**src/hw/rtl/rd256_pkg.sv**
```systemverilog
// Shared types and constants for the 256-bit restoring divider.
// No dependencies; imported by every module of the block.
`default_nettype none
package rd256_pkg;

	localparam int WORD_BITS    = 64;
	localparam int WORDS        = 4;
	localparam int MAX_BITS     = WORD_BITS * WORDS;
	// operand width actually divided, 64..256; bits above it are ignored
	localparam int OPERAND_BITS = 256;
	localparam int CNT_W        = $clog2(OPERAND_BITS);

	typedef logic [WORD_BITS-1:0]    word_t;
	typedef logic [OPERAND_BITS-1:0] opnd_t;
	typedef logic [CNT_W-1:0]        cnt_t;

	typedef struct packed {
		word_t dividend_word3;
		word_t dividend_word2;
		word_t dividend_word1;
		word_t dividend_word0;
		word_t divisor_word3;
		word_t divisor_word2;
		word_t divisor_word1;
		word_t divisor_word0;
	} operands_t;

	typedef struct packed {
		word_t quotient_word3;
		word_t quotient_word2;
		word_t quotient_word1;
		word_t quotient_word0;
		word_t remainder_word3;
		word_t remainder_word2;
		word_t remainder_word1;
		word_t remainder_word0;
		logic  divide_by_zero;
	} result_t;

	// sequencer -> datapath
	typedef struct packed {
		logic load;
		logic step;
		logic finish;
	} rd256_ctrl_t;

	// datapath -> sequencer
	typedef struct packed {
		logic div_zero;
	} rd256_status_t;

endpackage
`default_nettype wire

```
**src/hw/rtl/rd256_datapath.sv**
```systemverilog
// Shift-and-subtract datapath: partial remainder, dividend/quotient shifter,
// one shared trial subtractor and the result register. Uses rd256_pkg.
`default_nettype none
module rd256_datapath
	import rd256_pkg::*;
(
	input  wire logic          clk,
	input  wire operands_t     operands,
	input  wire rd256_ctrl_t   ctrl,
	output rd256_status_t      status,
	output result_t            result
);

	opnd_t   num_q;   // dividend bits in, quotient bits shift in at the bottom
	opnd_t   den_q;
	opnd_t   rem_q;
	logic    zero_q;
	result_t result_q;

	logic [MAX_BITS-1:0]     dvd_full;
	logic [MAX_BITS-1:0]     dvs_full;
	opnd_t                   dvd_in;
	opnd_t                   dvs_in;
	logic [OPERAND_BITS+1:0] trial;
	logic                    qbit;
	opnd_t                   quo;
	opnd_t                   rmd;
	logic [MAX_BITS-1:0]     quo_full;
	logic [MAX_BITS-1:0]     rmd_full;

	assign dvd_full = {operands.dividend_word3, operands.dividend_word2,
		operands.dividend_word1, operands.dividend_word0};
	assign dvs_full = {operands.divisor_word3, operands.divisor_word2,
		operands.divisor_word1, operands.divisor_word0};
	assign dvd_in = dvd_full[OPERAND_BITS-1:0];
	assign dvs_in = dvs_full[OPERAND_BITS-1:0];

	assign status.div_zero = (dvs_in == '0);

	// shifted remainder keeps its carry bit; one guard bit for the borrow
	assign trial = {1'b0, rem_q, num_q[OPERAND_BITS-1]} - {2'b00, den_q};
	assign qbit  = ~trial[OPERAND_BITS+1];

	assign quo = zero_q ? '0 : num_q;
	assign rmd = zero_q ? num_q : rem_q;

	always_comb begin
		quo_full = '0;
		rmd_full = '0;
		quo_full[OPERAND_BITS-1:0] = quo;
		rmd_full[OPERAND_BITS-1:0] = rmd;
	end

	always_ff @(posedge clk) begin
		if (ctrl.load) begin
			num_q  <= dvd_in;
			den_q  <= dvs_in;
			rem_q  <= '0;
			zero_q <= status.div_zero;
		end else if (ctrl.step) begin
			num_q <= {num_q[OPERAND_BITS-2:0], qbit};
			if (qbit) begin
				rem_q <= trial[OPERAND_BITS-1:0];
			end else begin
				rem_q <= {rem_q[OPERAND_BITS-2:0], num_q[OPERAND_BITS-1]};
			end
		end
		if (ctrl.finish) begin
			result_q.quotient_word3  <= quo_full[4*WORD_BITS-1:3*WORD_BITS];
			result_q.quotient_word2  <= quo_full[3*WORD_BITS-1:2*WORD_BITS];
			result_q.quotient_word1  <= quo_full[2*WORD_BITS-1:WORD_BITS];
			result_q.quotient_word0  <= quo_full[WORD_BITS-1:0];
			result_q.remainder_word3 <= rmd_full[4*WORD_BITS-1:3*WORD_BITS];
			result_q.remainder_word2 <= rmd_full[3*WORD_BITS-1:2*WORD_BITS];
			result_q.remainder_word1 <= rmd_full[2*WORD_BITS-1:WORD_BITS];
			result_q.remainder_word0 <= rmd_full[WORD_BITS-1:0];
			result_q.divide_by_zero  <= zero_q;
		end
	end

	assign result = result_q;

endmodule
`default_nettype wire

```
**src/hw/rtl/rd256_ctrl.sv**
```systemverilog
// Sequencer for the divider: accepts a request, counts OPERAND_BITS steps,
// then loads the result register and strobes done. Uses rd256_pkg.
`default_nettype none
module rd256_ctrl
	import rd256_pkg::*;
(
	input  wire logic          clk,
	input  wire logic          arst_n,
	input  wire logic          start,
	input  wire rd256_status_t status,
	output rd256_ctrl_t        ctrl,
	output logic               busy,
	output logic               done
);

	typedef enum logic [1:0] {
		ST_IDLE,
		ST_RUN,
		ST_FINISH
	} state_t;

	state_t state_q;
	cnt_t   cnt_q;
	logic   done_q;

	assign busy        = (state_q != ST_IDLE);
	assign ctrl.load   = start && (state_q == ST_IDLE);
	assign ctrl.step   = (state_q == ST_RUN);
	assign ctrl.finish = (state_q == ST_FINISH);
	assign done        = done_q;

	always_ff @(posedge clk or negedge arst_n) begin
		if (!arst_n) begin
			state_q <= ST_IDLE;
			cnt_q   <= '0;
			done_q  <= 1'b0;
		end else begin
			done_q <= 1'b0;
			unique case (state_q)
				ST_IDLE: begin
					if (start) begin
						cnt_q <= cnt_t'(OPERAND_BITS - 1);
						// zero divisor needs no steps
						state_q <= status.div_zero ? ST_FINISH : ST_RUN;
					end
				end
				ST_RUN: begin
					cnt_q <= cnt_q - 1'b1;
					if (cnt_q == '0) begin
						state_q <= ST_FINISH;
					end
				end
				ST_FINISH: begin
					done_q  <= 1'b1;
					state_q <= ST_IDLE;
				end
				default: begin
					state_q <= ST_IDLE;
				end
			endcase
		end
	end

endmodule
`default_nettype wire

```
**src/hw/rtl/restoring_divider_256.sv**
```systemverilog
// Top level of the 256-bit restoring divider: sequencer plus datapath.
// Depends on rd256_pkg, rd256_ctrl and rd256_datapath.
//
//   channel  | ports                    | handshake
//   ---------+--------------------------+-------------------------------
//   request  | operands (operands_t)    | taken when start && !busy
//   result   | result (result_t)        | valid for one cycle with done
//
// One quotient bit per cycle through a single trial subtractor: a request
// runs through the OPERAND_BITS steps of ST_RUN and then ST_FINISH before done;
// a zero divisor skips ST_RUN. busy is low again in the cycle done is shown, so the
// next request may be taken then. Reset clears the sequencer only. The result
// is held in its own register and cannot be stalled by the receiver.
`default_nettype none
module restoring_divider_256
	import rd256_pkg::*;
(
	input  wire logic      clk,
	input  wire logic      arst_n,
	input  wire logic      start,
	output logic           busy,
	input  wire operands_t operands,
	output logic           done,
	output result_t        result
);

	rd256_ctrl_t   ctrl;
	rd256_status_t status;

	rd256_ctrl u_ctrl (
		.clk    (clk),
		.arst_n (arst_n),
		.start  (start),
		.status (status),
		.ctrl   (ctrl),
		.busy   (busy),
		.done   (done)
	);

	rd256_datapath u_dp (
		.clk      (clk),
		.operands (operands),
		.ctrl     (ctrl),
		.status   (status),
		.result   (result)
	);

endmodule
`default_nettype wire

```
**config.mk**
```make
export PLATFORM = sky130hd
export DESIGN_NAME = restoring_divider_256
export DESIGN_NICKNAME = d
export VERILOG_FILES = /design/src/hw/rtl/rd256_pkg.sv /design/src/hw/rtl/rd256_datapath.sv /design/src/hw/rtl/rd256_ctrl.sv /design/src/hw/rtl/restoring_divider_256.sv
export SDC_FILE = /design/constraint.sdc
export NUM_CORES = 2
export LEC_CHECK = 0
export BUFFER_PORTS_ARGS = -buffer_cell sky130_fd_sc_hd__buf_4
export CORE_AREA = 2 2 407 409
export CTS_BUF_LIST = sky130_fd_sc_hd__clkbuf_4 sky130_fd_sc_hd__clkbuf_8
export CTS_CLUSTER_DIAMETER = 40
export DETAILED_ROUTE_END_ITERATION = 7
export DIE_AREA = 0 0 409 411
export PLACE_DENSITY = 0.71
export SLEW_MARGIN = 0
export SYNTH_ARGS = -nofsm -noshare
export SYNTH_HDL_FRONTEND = slang
export SYNTH_SLANG_ARGS = --single-unit
```
**constraint.sdc**
```tcl
create_clock -name clk -period 43.3 [get_ports clk]
set_input_delay 6.495 -clock clk [delete_from_list [all_inputs] [get_ports clk]]
set_output_delay 6.495 -clock clk [all_outputs]
set_load 0.05 [all_outputs]
```
==> impl_metrics.ini <==
[sta]
clock.fmax_mhz = 111
clock_skew_ps = 59.3
slew_viol_final = 0
tns_ps = 0
relSlewSlack_pct = 3.47
rsz0062_at_grt = no
fin_crit_sh_pct = 20.8
worstMarginPinSlew_ps = 1440
hold_violations = 0
fin_crit_ps = 9020
worst_slack_ps = 34280
setup_viol = 0

[placement]
globalplace.congestion = 1.02
numPortBuffers = 1029
place_ws_ps = 33400
hpwl_mm = 228

[route]
wl_mm = 289
dr.pass1.iters = 6
num_vias = 62400
via_per_inst = 5.85
dr.first_iter.drc_count = 5951
antenna_left = 0
wl_per_cell_um = 27.1
drc = 0

[global_routing]
antenna_found_initial = 20
grt_pass1_wl_mm = 410
grt_overflow = 0
grt_use_total_pct = 33.0
grt_max_degree = 177
grt_pass1_vias = 59800

[setup_path]
crit_family = simple AND/OR/NAND/NOR gates
max_stage_delay_ps = 1170
path_common_cell = nand4_1
cpMaxStageDelayCell = nor4_1
arrival_ps = 9950
crit_buf_inv = 1
path_class = input pin to flip-flop
startpoint_type = input pin
end_kind = flip-flop
crit_chain = buf_4, nor4_1, nand4_1, nor4_2, nand4_1, a221oi_1
cp_max_fo = 2
crit_required_ps = 44220

[outcome]
outcome = finished, final reports clean

[clocking]
clockBufferDepth = 3
clk_root_buffer_cell = clkbuf_8
clk_pin_slew_ps = 60
htree_levels = 4
cts_buffers = 229
post_cts_buffers = 0
cts_tree = done
clock_latency_ps = 1040
cts_resized = 0
cts_sinks = 1293
hold_buffers = 0

[yosys]
synth_warnings = 0
ys_seq_elements = 1293
ys_types = 100
synth_top_area_cell = edfxtp_1
synthesis.area_mm2 = 0.0706
syn_nets = 8101
synth_top_area_share_pct = 43.6
yosysSeqAreaShare_pct = 51.3
ys_async_sr_fraction_pct = 0.851
avgSynthCellArea_um2 = 9.64
synth_edf_count = 1026
ys.flop_type = edfxtp_1
synth_cells = 7327
synthTopCellsByArea = edfxtp_1 44%, dfxtp_1 7.3%, nand2_1 7.2%

[layout]
finalNetCount = 9038
fin_util_pct = 52.1
layout-drive-gt1-share_pct = 21.4
area_growth_pct = 20.8

[power_and_ir_drop]
swShare_pct = 45.9
power_frac_seq_pct = 32.9
irDropWorstVdd_mv = 0.0440
p_per_area_mw_per_mm2 = 76.9
pwr-share-clk_pct = 18.9
p_int_mw = 3.55
comb_power_share_pct = 48.2
p_switching_mw = 3.01
p_leak_nw = 34.3

[floorplanning]
initial_utilization_pct = 43.1
rows = 149
ios = 1030
dieArea_mm2 = 0.168
core_mm2 = 0.164
die_h_um = 411
die_x_um = 409

[flow_run]
drv_cap = 0

[hold_path]
hp-class = flip-flop to flip-flop
## cell families after synthesis
family | synth area share, %
buf+inv | 4.04
fa+ha+maj | 4.60
compound gates | 15.5
mux | 4.42
xor+xnor | 3.01
flops | 51.3
simple gates | 17.2
## registers in the layout, indices dropped and copies added (netlist names)
name            count
u_ctrl.cnt_q        8
u_ctrl.done         1
u_ctrl.state_q      2
u_dp.den_q        256
u_dp.num_q        256
u_dp.rem_q        256
u_dp.result       513
u_dp.zero_q         1
## cells in the final DEF, fill, tap and decap left out, types with 30 or more instances in the layout
master / netlist / layout
clkinv_2: 0 / 34
clkbuf_4: 0 / 58
nand4_1: 192 / 192
clkinv_1: 0 / 41
ha_1: 258 / 258
a31oi_1: 37 / 37
nor2_1: 464 / 462
inv_1: 355 / 354
o21a_1: 37 / 37
a21o_1: 94 / 93
o21bai_1: 76 / 76
nor2b_1: 269 / 268
o21ai_0: 583 / 582
xnor2_1: 137 / 137
mux2_2: 254 / 254
nor4_1: 110 / 100
edfxtp_1: 1026 / 1026
a22oi_1: 37 / 37
nand2_1: 1351 / 1349
nor3_1: 81 / 81
dfxtp_1: 256 / 256
nand3_1: 88 / 88
a21oi_1: 664 / 664
buf_4: 3 / 1082
clkbuf_8: 0 / 255
xor2_1: 106 / 106
o211ai_1: 30 / 30
o31ai_1: 30 / 30
## per-layer routing
metal,track usage (%),share of wire [%],vias to the layer above
met5,0,0.042,-
met4,11.9,3.9,18
met3,6.95,8.0,507
met2,54.1,47,2883
met1,42.9,41,30700
li1,-,-,28300
## final timing paths
kind / from / end / slack (ps) / depth (start not counted)
min reg2reg: u_dp.rem_q[247]$_SDFFE_PP0P_ / u_dp.rem_q[247]$_SDFFE_PP0P_ / 490 / 2
max in group asynchronous: arst_n / u_ctrl.cnt_q[5]$_DFFE_PN0P_ / 37690 / 1
min: u_dp.rem_q[247]$_SDFFE_PP0P_ / u_dp.rem_q[247]$_SDFFE_PP0P_ / 490 / 2
max reg2reg: u_dp.num_q[255]$_DFFE_PP_ / u_dp.rem_q[228]$_SDFFE_PP0P_ / 36760 / 17
min in group asynchronous: arst_n / u_ctrl.done$_DFF_PN0_ / 5360 / 1
max: operands[174] / u_ctrl.state_q[1]$_DFFE_PN0P_ / 34280 / 6
## cell type report
type / instances / area, um^2
Timing Repair Buffer: 1086 / 8200
Fill cell: 15000 / 78600
Antenna cell: 12 / 30.0
Clock inverter: 127 / 1130
Inverter: 357 / 1360
Tap cell: 2189 / 2740
Clock buffer: 313 / 3950
Multi-Input combinational cell: 5297 / 31700
Sequential cell: 1293 / 36200
## Yosys cell counts (55+ instances only)
| library cell | n |
|---|---|
| inv_1 | 355 |
| o21ai_0 | 583 |
| nor2_1 | 464 |
| mux2_2 | 254 |
| buf_2 | 55 |
| xnor2_1 | 137 |
| nand4_1 | 192 |
| nor4_1 | 110 |
| nor2b_1 | 269 |
| o21bai_1 | 76 |
| clkbuf_1 | 305 |
| a21oi_1 | 664 |
| nor3_1 | 81 |
| nand2_1 | 1351 |
| nand3_1 | 88 |
| a21o_1 | 94 |
| xor2_1 | 106 |
| ha_1 | 258 |
| dfxtp_1 | 256 |
| edfxtp_1 | 1026 |
## stage by stage
step | power (mW) | area, um^2 | hold slack [ps] | std cells
6_report | 6.56 | 85300 | 489 | 10700
2_1_floorplan | 4.19 | 70600 | 446 | 7327
4_1_cts | 6.51 | 85300 | 488 | 10700
3_3_place_gp | 5.23 | 80200 | 468 | 10200
3_5_place_dp | 5.26 | 80200 | 480 | 10200
5_1_grt | 6.90 | 85300 | 528 | 10700
## worst reg2reg max path, stage by stage (launching register included)
cell	delay, ps
edfxtp_1	650
inv_1	130
ha_1	240
fa_1	400
nand2b_1	180
a21o_1	260
a21o_1	270
a2111oi_0	1190
o211ai_1	420
nand3_1	440
nor3b_1	250
buf_4	200
a31o_2	340
a21oi_1	240
nor2_1	480
or4_1	190
o311ai_0	270
o21ai_0	260
## power by group through the flow
stage          registers, mW  clock network (mW)  logic, mW
6_report                2.16                1.24       3.17
5_1_grt                 2.18                1.31       3.41
4_1_cts                 2.15                1.25       3.11
3_5_place_dp            2.17                   0       3.10
3_3_place_gp            2.16                   0       3.07
2_1_floorplan           2.18                   0       2.02
No activity file was read; power rests on OpenSTA's default activity.
